## src/sv/sals_ram.sv

```systemverilog
// generic single-port-write, single-port-read ram with registered read
// no dependencies
module sals_ram #(
	parameter int WIDTH = 8,
	parameter int DEPTH = 64,
	localparam int AW = (DEPTH > 1) ? $clog2(DEPTH) : 1
) (
	input  logic             clk,
	input  logic             we,
	input  logic [AW-1:0]    waddr,
	input  logic [WIDTH-1:0] wdata,
	input  logic             re,
	input  logic [AW-1:0]    raddr,
	output logic [WIDTH-1:0] rdata
);

	logic [WIDTH-1:0] mem [DEPTH];

	always_ff @(posedge clk) begin
		if (we) begin
			mem[waddr] <= wdata;
		end
		if (re) begin
			rdata <= mem[raddr];
		end
	end

endmodule

```

## config.mk

```make
export PLATFORM = sky130hd
export DESIGN_NAME = sals_ram
export DESIGN_NICKNAME = d
export VERILOG_FILES = /design/src/sv/sals_ram.sv
export SDC_FILE = /design/constraint.sdc
export NUM_CORES = 1
export LEC_CHECK = 0
export ABC_AREA = 1
export BUFFER_PORTS_ARGS = -buffer_cell sky130_fd_sc_hd__buf_2
export CAP_MARGIN = 20
export CORE_MARGIN = 5
export CORE_UTILIZATION = 45
export CTS_CLUSTER_SIZE = 12
export DETAILED_ROUTE_END_ITERATION = 16
export SLEW_MARGIN = 20
export SYNTH_ARGS = -nofsm -noshare
export SYNTH_HDL_FRONTEND = slang
export SYNTH_SLANG_ARGS = --single-unit
export TNS_END_PERCENT = 100
```

## constraint.sdc

```tcl
create_clock -name clk -period 2.05 [get_ports clk]
set_input_delay 0.41 -clock clk [delete_from_list [all_inputs] [get_ports clk]]
set_output_delay 0.41 -clock clk [all_outputs]
set_load 0.01 [all_outputs]
```

==> reports/qor.csv, run 1 <==
metric;value;unit
status;finished, final reports clean;
final hold slack;0.2065;ns
post-route clock skew;0.02373;ns
DRC errors left;0;
FP Rows;80;
IO buf count;30;
H-tree Lvls;2;
fin crit period;1.696;ns
hold_sp;re;
most frequent cells in the layout;648 x nand2_1, 520 x edfxtp_1, 439 x nand3_1;
kind of critical path;reg2out;
Logic pwr share;0.065;
Max-slew headroom;0.4856;
flop2flop setup slack;0.49;ns
Buf/Inv on CP;1;
Crit. End Element;primary output;
Post-CTS Hold Buffers;0;
Synth Warn #;0;
via count;13870;
P_int;17.46;mW
initial core utilization;0.4515;
CTS Buf Count;54;
clk_lat worst skew;0.61;ns
Seq/Total Area, Yosys;0.7290;
period utilization;0.8271;
Die Ht;228.2;um
PostCTS Resize Cnt;0;
synth unique cells;15;
share of the synthesized area in the top cell type;0.7290;
routability cong.;0.8606;
Psw;4.952;mW
DR vias/cell;5.425;
P&R area growth vs syn;13.93;%
Clock Tree Buf Depth;3;
Hold EP;rdata[7];
vias in the first global route;13750;
RSZ-0062 raised after global routing;no;
worst reg2reg path startpoint;mem[55][0];
final setup fails;0;
FF+latch count, synth;520;
DR iter-0 viols;1343;
die width;228.2;um
final hold viol count;0;
r2r worst-path depth;8;
finished layout cell area;24400;um^2
Layout Nets;1927;
clk sink count;520;
GR Overflow Total;0;
leakage;8.917;nW
fin. max-slew vios;0;
leading area contributor after synthesis;edfxtp_1;
crit-path cells;buf_2;
slowest stage delay, CP;0.50;ns
Net Sw Frac;0.2210;
startpoint types;flop;
GRT Overall Usage;0.2046;
CTS tree;done;
largest net degree at the start of global routing;113;
Design Power;22.41;mW
most common cell after layout, fill and taps aside;nand2_1;
Detailed Route WL;54.03;mm
top post-synthesis cells by area;edfxtp_1 73%, nand2_1 11%, nand3_1 10%, buf_6 1.8%, nor2_1 0.98%;
initial antenna violation count;4;
dpl cell area;22790;um^2
ANT nets after route;0;
CP required;1.64;ns
first-pass GRT wire length;82.77;mm
Crit path max-delay family;flip-flops;
Slew @ Worst Pin;0.7716;ns
hold path depth;1;
Peak Freq;0.5898;GHz
Hold WC Path Type;in2reg;
FF-to-FF End;rdata[0];
clock share of power;0.407;
P per Cell Area;918.3;nW/um^2
Worst-path clk slew;0.06;ns
number of cells produced by synthesis;1805;
Sequential Power Share;0.528;
Die ar.;52060;um^2
slowest CP cell;edfxtp_1;
CTS root buffer;clkbuf_16;
syn_nets;1828;
Max-Cap Viols;0;
Post-Route Utilization;0.5143;
maximum VDD drop;0.6395;mV
Setup Fix Bufs, Post-CTS;0;
IO Pins;31;
DRT Pass-1 Iters;6;
Synth Cell Area;21420;um^2
critical path arrival;1.29;ns
layout cells sized above 1;0.1155;
Core ar.;47450;um^2
post-detail-place hpwl;32.07;mm
wire length per cell;21.13;um
maximum fanout along the worst path;1;
syn_area_per_cell;11.87;um^2
per-layer routing:
layer  vias up  track usage  wire length [um]
met2       441       0.3262             25170
met1      6789       0.2930             23760
met5         -            0                 7
li1       6548            -                 -
met3        93      0.03929              3735
met4         2      0.05275              1359
worst max-delay path by stage:
| stage | start | end | slack [ns] | cells after the start |
|---|---|---|---|---|
| 3_3_place_gp | raddr[0] | rdata[0] | -0.003 | 11 |
| 4_1_cts | rdata[5] | rdata[5] | 0.33 | 1 |
| 3_5_place_dp | raddr[0] | rdata[0] | -0.03 | 11 |
| 2_1_floorplan | we | mem[48][0] | -0.13 | 3 |
| 5_1_grt | rdata[5] | rdata[5] | 0.31 | 1 |
| 6_report | rdata[5] | rdata[5] | 0.35 | 1 |
Yosys cell counts:
cell / count
nand4_1: 9
buf_6: 35
nand2_1: 648
inv_2: 1
nand3_1: 439
buf_2: 37
edfxtp_1: 520
clkbuf_1: 15
nor2_1: 56
buf_4: 14
inv_1: 10
buf_8: 2
inv_6: 1
nor4_1: 8
buf_1: 10
kinds of logic after synthesis:
kind of cell	after synthesis	synth area share
buf+inv	125	0.04007
flops	520	0.7290
simple gates	1160	0.2309
power by group through the flow:
stage / combinational, mW / clock [mW] / sequential (mW)
floorplan: 0.827 / 0 / 12.0
global placement: 1.45 / 0 / 12.1
detailed placement: 1.46 / 0 / 12.1
CTS: 1.47 / 9.26 / 11.8
global route: 1.60 / 9.72 / 11.8
finish: 1.46 / 9.12 / 11.8
sequential cells by signal (all words and copies together) (netlist names):
register and flops:
mem 512, rdata 8
cell type report:
class | count | area [um^2]
Tap cell | 615 | 769.5
Antenna cell | 2 | 5.005
Timing Repair Buffer | 156 | 1408
Fill cell | 4146 | 23040
Sequential cell | 520 | 15620
Multi-Input combinational cell | 1160 | 4946
Clock buffer | 71 | 1436
Clock inverter | 21 | 170.2
Inverter | 12 | 52.55
stage by stage:
| stage | cells | worst slack (ns) | TNS (ns) |
|---|---|---|---|
| 6_report | 2557 | 0.3544 | 0 |
| 5_1_grt | 2555 | 0.3079 | 0 |
| 4_1_cts | 2555 | 0.3293 | 0 |
| 3_5_place_dp | 2463 | -0.03289 | -0.04552 |
| 3_3_place_gp | 2463 | -0.003432 | -0.003432 |
| 2_1_floorplan | 1805 | -0.1261 | -8.071 |
(Power assumes the default switching activity.)
==> run 2, diff against run 1 <==
==> constraint.sdc (replaced) <==
create_clock -name clk -period 1.62 [get_ports clk]
set_input_delay 0.324 -clock clk [delete_from_list [all_inputs] [get_ports clk]]
set_output_delay 0.324 -clock clk [all_outputs]
set_load 0.01 [all_outputs]
==> reports/qor.csv, run 2 (same netlist as run 1, synthesis figures left out) <==
metric;value;unit;change
RSZ-0062 raised after global routing;no;;unchanged
crit path to;rdata[4];;was rdata[5]
DRT Pass-1 Iters;5;;was 6
layout cells sized above 1;0.1529;;was 0.1155
largest net degree at the start of global routing;65;;was 113
post-detail-place hpwl;34.91;mm;was 32.07 mm
startpoint types;flop;;unchanged
DR iter-0 viols;1518;;was 1343
crit-path cells;buf_2;;unchanged
Core ar.;47450;um^2;unchanged
Peak Freq;0.6459;GHz;
Crit path max-delay family;flip-flops;;unchanged
maximum fanout along the worst path;1;;unchanged
final setup fails;0;;unchanged
FP Rows;80;;unchanged
Setup Fix Bufs, Post-CTS;0;;unchanged
Buf/Inv on CP;1;;unchanged
leakage;9.183;nW;was 8.917 nW
Worst-path clk slew;0.06;ns;about the same
CP required;1.30;ns;was 1.64 ns
Detailed Route WL;56.25;mm;was 54.03 mm
wire length per cell;21.69;um;was 21.13 um
IO buf count;30;;unchanged
flop2flop setup slack;0.12;ns;was 0.49 ns
FF-to-FF End;rdata[4];;was rdata[0]
PostCTS Resize Cnt;0;;unchanged
fin. max-slew vios;0;;unchanged
DR vias/cell;5.501;;was 5.425
dpl cell area;23620;um^2;was 22790 um^2
final hold slack;0.1133;ns;was 0.2065 ns
Clock Tree Buf Depth;3;;unchanged
Biggest register;mem;;unchanged
initial antenna violation count;8;;was 4
first-pass GRT wire length;86.28;mm;was 82.77 mm
min setup slack post-route;0.07179;ns;was 0.3544 ns
CTS root buffer;clkbuf_16;;unchanged
vias in the first global route;14150;;was 13750
IO Pins;31;;unchanged
Hold WC Path Type;in2reg;;unchanged
routability cong.;0.8699;;was 0.8606
hold_sp;re;;unchanged
Top Registers;mem (512), rdata (8);;unchanged
clk sink count;520;;unchanged
met3 routed WL;4.111;mm;was 3.735 mm
Post-CTS Hold Buffers;0;;unchanged
die width;228.2;um;unchanged
Crit. End Element;primary output;;unchanged
most common cell after layout, fill and taps aside;nand2_1;;unchanged
crit path from;rdata[4];;was rdata[5]
GRT Overall Usage;0.2137;;was 0.2046
Max-slew headroom;0.6445;;was 0.4856
GR Overflow Total;0;;unchanged
max FFs per register;512;;unchanged
post-route clock skew;0.01815;ns;was 0.02373 ns
worst reg2reg path startpoint;mem[51][4];;was mem[55][0]
Layout Nets;1960;;was 1927
most frequent cells in the layout;648 x nand2_1, 520 x edfxtp_1, 439 x nand3_1;;unchanged
slowest CP cell;edfxtp_1;;unchanged
P&R area growth vs syn;17.93;%;was 13.93%
CTS Buf Count;55;;was 54
finished layout cell area;25260;um^2;was 24400 um^2
Fill cells;4072;;was 4146
slowest stage delay, CP;0.45;ns;was 0.50 ns
fin crit period;1.548;ns;
Slew @ Worst Pin;0.5333;ns;was 0.7716 ns
H-tree Lvls;2;;unchanged
via count;14270;;was 13870
P per Cell Area;1133;nW/um^2;was 918.3 nW/um^2
pre-CTS setup slack;-0.3753;ns;was -0.03289 ns
ANT nets after route;0;;unchanged
final hold viol count;0;;unchanged
kind of critical path;reg2out;;unchanged
Die Ht;228.2;um;unchanged
final setup TNS;0;ns;unchanged
period utilization;0.9557;;
critical path arrival;1.22;ns;was 1.29 ns
Top Layer Used;met5;;unchanged
met2 wire length;26.36;mm;was 25.17 mm
met1 wire length;24.30;mm;was 23.76 mm
status;finished, final reports clean;;unchanged
initial core utilization;0.4515;;unchanged
r2r worst-path depth;8;;unchanged
DRC errors left;0;;unchanged
Max-Cap Viols;0;;unchanged
Die ar.;52060;um^2;unchanged
clk_lat worst skew;0.60;ns;was 0.61 ns
CTS tree;done;;unchanged
Critical Path Stages;1;;unchanged
maximum VDD drop;0.8063;mV;was 0.6395 mV
## run 2: area by class of cell
| cell class | instances | area, um^2 | area share |
|---|---|---|---|
| antenna | 4 | 10.01 | 0.0003963 |
| clock buffer | 67 | 1421 | 0.05627 |
| clock inverter | 28 | 214.0 | 0.008470 |
| inverter | 12 | 66.31 | 0.002625 |
| multi-input combinational | 1160 | 5144 | 0.2036 |
| sequential | 520 | 15620 | 0.6182 |
| tap | 615 | 769.5 | 0.03046 |
| timing repair buffer | 188 | 2021 | 0.07999 |
## run 2: per-layer routing
metal | up-vias | track usage
met5 | - | 0
met4 | 8 | 0.06523
met3 | 94 | 0.04825
met2 | 495 | 0.3406
met1 | 7029 | 0.2967
li1 | 6644 | -
## run 2: metrics by stage
stage / util / power, mW / cells
final: 0.5324 / 28.61 / 2594
after floorplan: - / 16.33 / 1805
after global placement: 0.4977 / 17.26 / 2495
after global routing: 0.5323 / 29.59 / 2592
after detailed placement: 0.4977 / 17.28 / 2495
after CTS: 0.5322 / 28.81 / 2590
## run 2: worst reg2reg max path: cells and delay by family (launching register included)
kind | cells | cell delay [ns]
flip-flops | 1 | 0.36
AND/OR/NAND/NOR | 8 | 0.89
## run 2: worst min-delay path by stage
stage	cells after the start	to	slack (ns)
finish	1	rdata[2]	0.11
global placement	1	rdata[4]	0.72
floorplan	0	mem[0][0]	0.42
detailed placement	1	rdata[4]	0.71
global route	1	rdata[5]	0.09
CTS	1	rdata[5]	0.08
## run 2: report_power, final
part / internal, mW / switching (mW)
combinational: 0.645 / 1.39
clock: 6.66 / 4.95
sequential: 14.9 / 0.0377
total: 22.2 / 6.39
==> run 3, diff against run 2 <==
--- a/config.mk
+++ b/config.mk
@@ -12,6 +12,7 @@
 export CORE_UTILIZATION = 45
 export CTS_CLUSTER_SIZE = 12
 export DETAILED_ROUTE_END_ITERATION = 16
+export GPL_TIMING_DRIVEN = 0
 export SLEW_MARGIN = 20
 export SYNTH_ARGS = -nofsm -noshare
 export SYNTH_HDL_FRONTEND = slang
==> reports/qor.csv, run 3 (same netlist as run 1, synthesis figures left out) <==
metric;value;unit;change
status;finished with violations;;was finished, final reports clean
violations in the final reports;negative setup slack;;
routability cong.;0.9634;;was 0.8699
FF-to-FF End;rdata[4];;unchanged
Top Layer Used;met5;;unchanged
P per Cell Area;1172;nW/um^2;was 1133 nW/um^2
Slew @ Worst Pin;0.8870;ns;was 0.5333 ns
RSZ-0062 raised after global routing;yes;;was no
ANT nets after route;0;;unchanged
DRC errors left;0;;unchanged
post-detail-place hpwl;41.53;mm;was 34.91 mm
Max-Cap Viols;0;;unchanged
Fill cells;4065;;was 4072
Biggest register;mem;;unchanged
Crit path max-delay family;simple AND/OR/NAND/NOR gates;;was flip-flops
hold path depth;1;;unchanged
post-route clock skew;0.01377;ns;was 0.01815 ns
met1 wire length;26.31;mm;was 24.30 mm
CTS Buf Count;54;;was 55
IO buf count;22;;was 30
vias in the first global route;13710;;was 14150
initial core utilization;0.4515;;unchanged
P&R area growth vs syn;15.18;%;was 17.93%
Clock Tree Buf Depth;3;;unchanged
min setup slack post-route;-0.1575;ns;was 0.07179 ns
DR iter-0 viols;1441;;was 1518
DR vias/cell;5.687;;was 5.501
IO Pins;31;;unchanged
startpoint types;primary input;;was flop
layout cells sized above 1;0.1464;;was 0.1529
Post-Route Utilization;0.5200;;was 0.5324
leakage;8.847;nW;was 9.183 nW
met3 routed WL;5.923;mm;was 4.111 mm
final hold slack;0.05020;ns;was 0.1133 ns
slowest CP cell;nor2_2;;was edfxtp_1
H-tree Lvls;2;;unchanged
met2 wire length;28.04;mm;was 26.36 mm
flop2flop setup slack;0.06;ns;was 0.12 ns
CP required;1.85;ns;was 1.30 ns
r2r worst-path depth;8;;unchanged
Max-slew headroom;0.4065;;was 0.6445
Detailed Route WL;62.32;mm;was 56.25 mm
Hold EP;rdata[4];;was rdata[2]
Worst-path clk slew;0.06;ns;about the same
hold_sp;re;;unchanged
Die ar.;52060;um^2;unchanged
Die Ht;228.2;um;unchanged
Crit. End Element;flop;;was primary output
CTS root buffer;clkbuf_16;;unchanged
wire length per cell;24.32;um;was 21.69 um
CTS tree;done;;unchanged
fin. max-slew vios;0;;unchanged
Buf/Inv on CP;2;;was 1
Hold WC Path Type;in2reg;;unchanged
finished layout cell area;24670;um^2;was 25260 um^2
kind of critical path;in2reg;;was reg2out
maximum VDD drop;0.7747;mV;was 0.8063 mV
critical path arrival;2.01;ns;was 1.22 ns
maximum fanout along the worst path;9;;was 1
DRT Pass-1 Iters;5;;unchanged
final setup fails;116;;was 0
via count;14580;;was 14270
crit-path cells;clkbuf_8, inv_6, nand4_1, nor2_2;;was buf_2
Peak Freq;0.5626;GHz;was 0.6459 GHz
fin crit period;1.777;ns;was 1.548 ns
most common cell after layout, fill and taps aside;nand2_1;;unchanged
final hold viol count;0;;unchanged
slowest stage delay, CP;0.77;ns;was 0.45 ns
most frequent cells in the layout;646 x nand2_1, 520 x edfxtp_1, 433 x nand3_1;;was 648 x nand2_1, 520 x edfxtp_1, 439 x nand3_1
Layout Nets;1930;;was 1960
period utilization;1.097;;was 0.9557
clk_lat worst skew;0.61;ns;was 0.60 ns
Core ar.;47450;um^2;unchanged
GR Overflow Total;0;;unchanged
clk sink count;520;;unchanged
first-pass GRT wire length;91.40;mm;was 86.28 mm
Top Registers;mem (512), rdata (8);;unchanged
initial antenna violation count;3;;was 8
largest net degree at the start of global routing;65;;unchanged
FP Rows;80;;unchanged
GRT Overall Usage;0.2360;;was 0.2137
dpl cell area;22630;um^2;was 23620 um^2
max FFs per register;512;;unchanged
die width;228.2;um;unchanged
worst reg2reg path startpoint;mem[59][4];;was mem[51][4]
run 3: routing by layer:
metal | GRT usage | up-vias
li1 | - | 6592
met1 | 0.3363 | 7121
met2 | 0.3619 | 732
met3 | 0.05732 | 127
met4 | 0.07506 | 4
met5 | 0 | -
run 3: worst max-delay path by stage:
stage	start	to	slack (ns)	depth (start not counted)
2_1_floorplan	we	mem[48][0]	-0.26	3
3_3_place_gp	waddr[3]	mem[48][7]	-0.99	4
3_5_place_dp	waddr[3]	mem[54][1]	-1.08	4
4_1_cts	waddr[3]	mem[39][3]	-0.16	4
5_1_grt	waddr[4]	mem[13][7]	-0.16	4
6_report	waddr[0]	mem[14][6]	-0.16	4
run 3: metrics by stage:
| step | worst slack, ns | std cells | TNS [ns] | total power, mW |
|---|---|---|---|---|
| final | -0.1575 | 2563 | -7.532 | 28.91 |
| after CTS | -0.1590 | 2562 | -5.772 | 28.98 |
| after global placement | -0.9924 | 2442 | -439.58 | 17.21 |
| after detailed placement | -1.082 | 2443 | -370.54 | 17.24 |
| after global routing | -0.1618 | 2562 | -8.241 | 29.72 |
| after floorplan | -0.2573 | 1805 | -46.87 | 16.33 |
run 3: cell type report:
class | instances | area [um^2] | area share
clock inverter | 20 | 157.7 | 0.006390
timing repair buffer | 46 | 335.3 | 0.01359
antenna | 1 | 2.502 | 0.0001014
sequential | 520 | 15620 | 0.6330
multi-input combinational | 1160 | 5309 | 0.2152
buffer | 113 | 919.6 | 0.03728
inverter | 12 | 63.81 | 0.002587
tap | 615 | 769.5 | 0.03119
clock buffer | 76 | 1498 | 0.06071
run 3: where the power goes:
part	switching [mW]	internal (mW)	total [mW]
combinational	1.53	0.563	2.10
clock	5.02	6.85	11.9
sequential	0.0238	14.9	14.9
run 3: what timing repair did:
| action | 4_1_cts | 5_1_grt |
|---|---|---|
| buffers inserted | 23 | 0 |
| endpoints found under the setup margin | 351 | 144 |
| pin swaps | 10 | 0 |
| resized for setup | 34 | 30 |
| cloned | 0 | 0 |
| hold buffers | 0 | 0 |
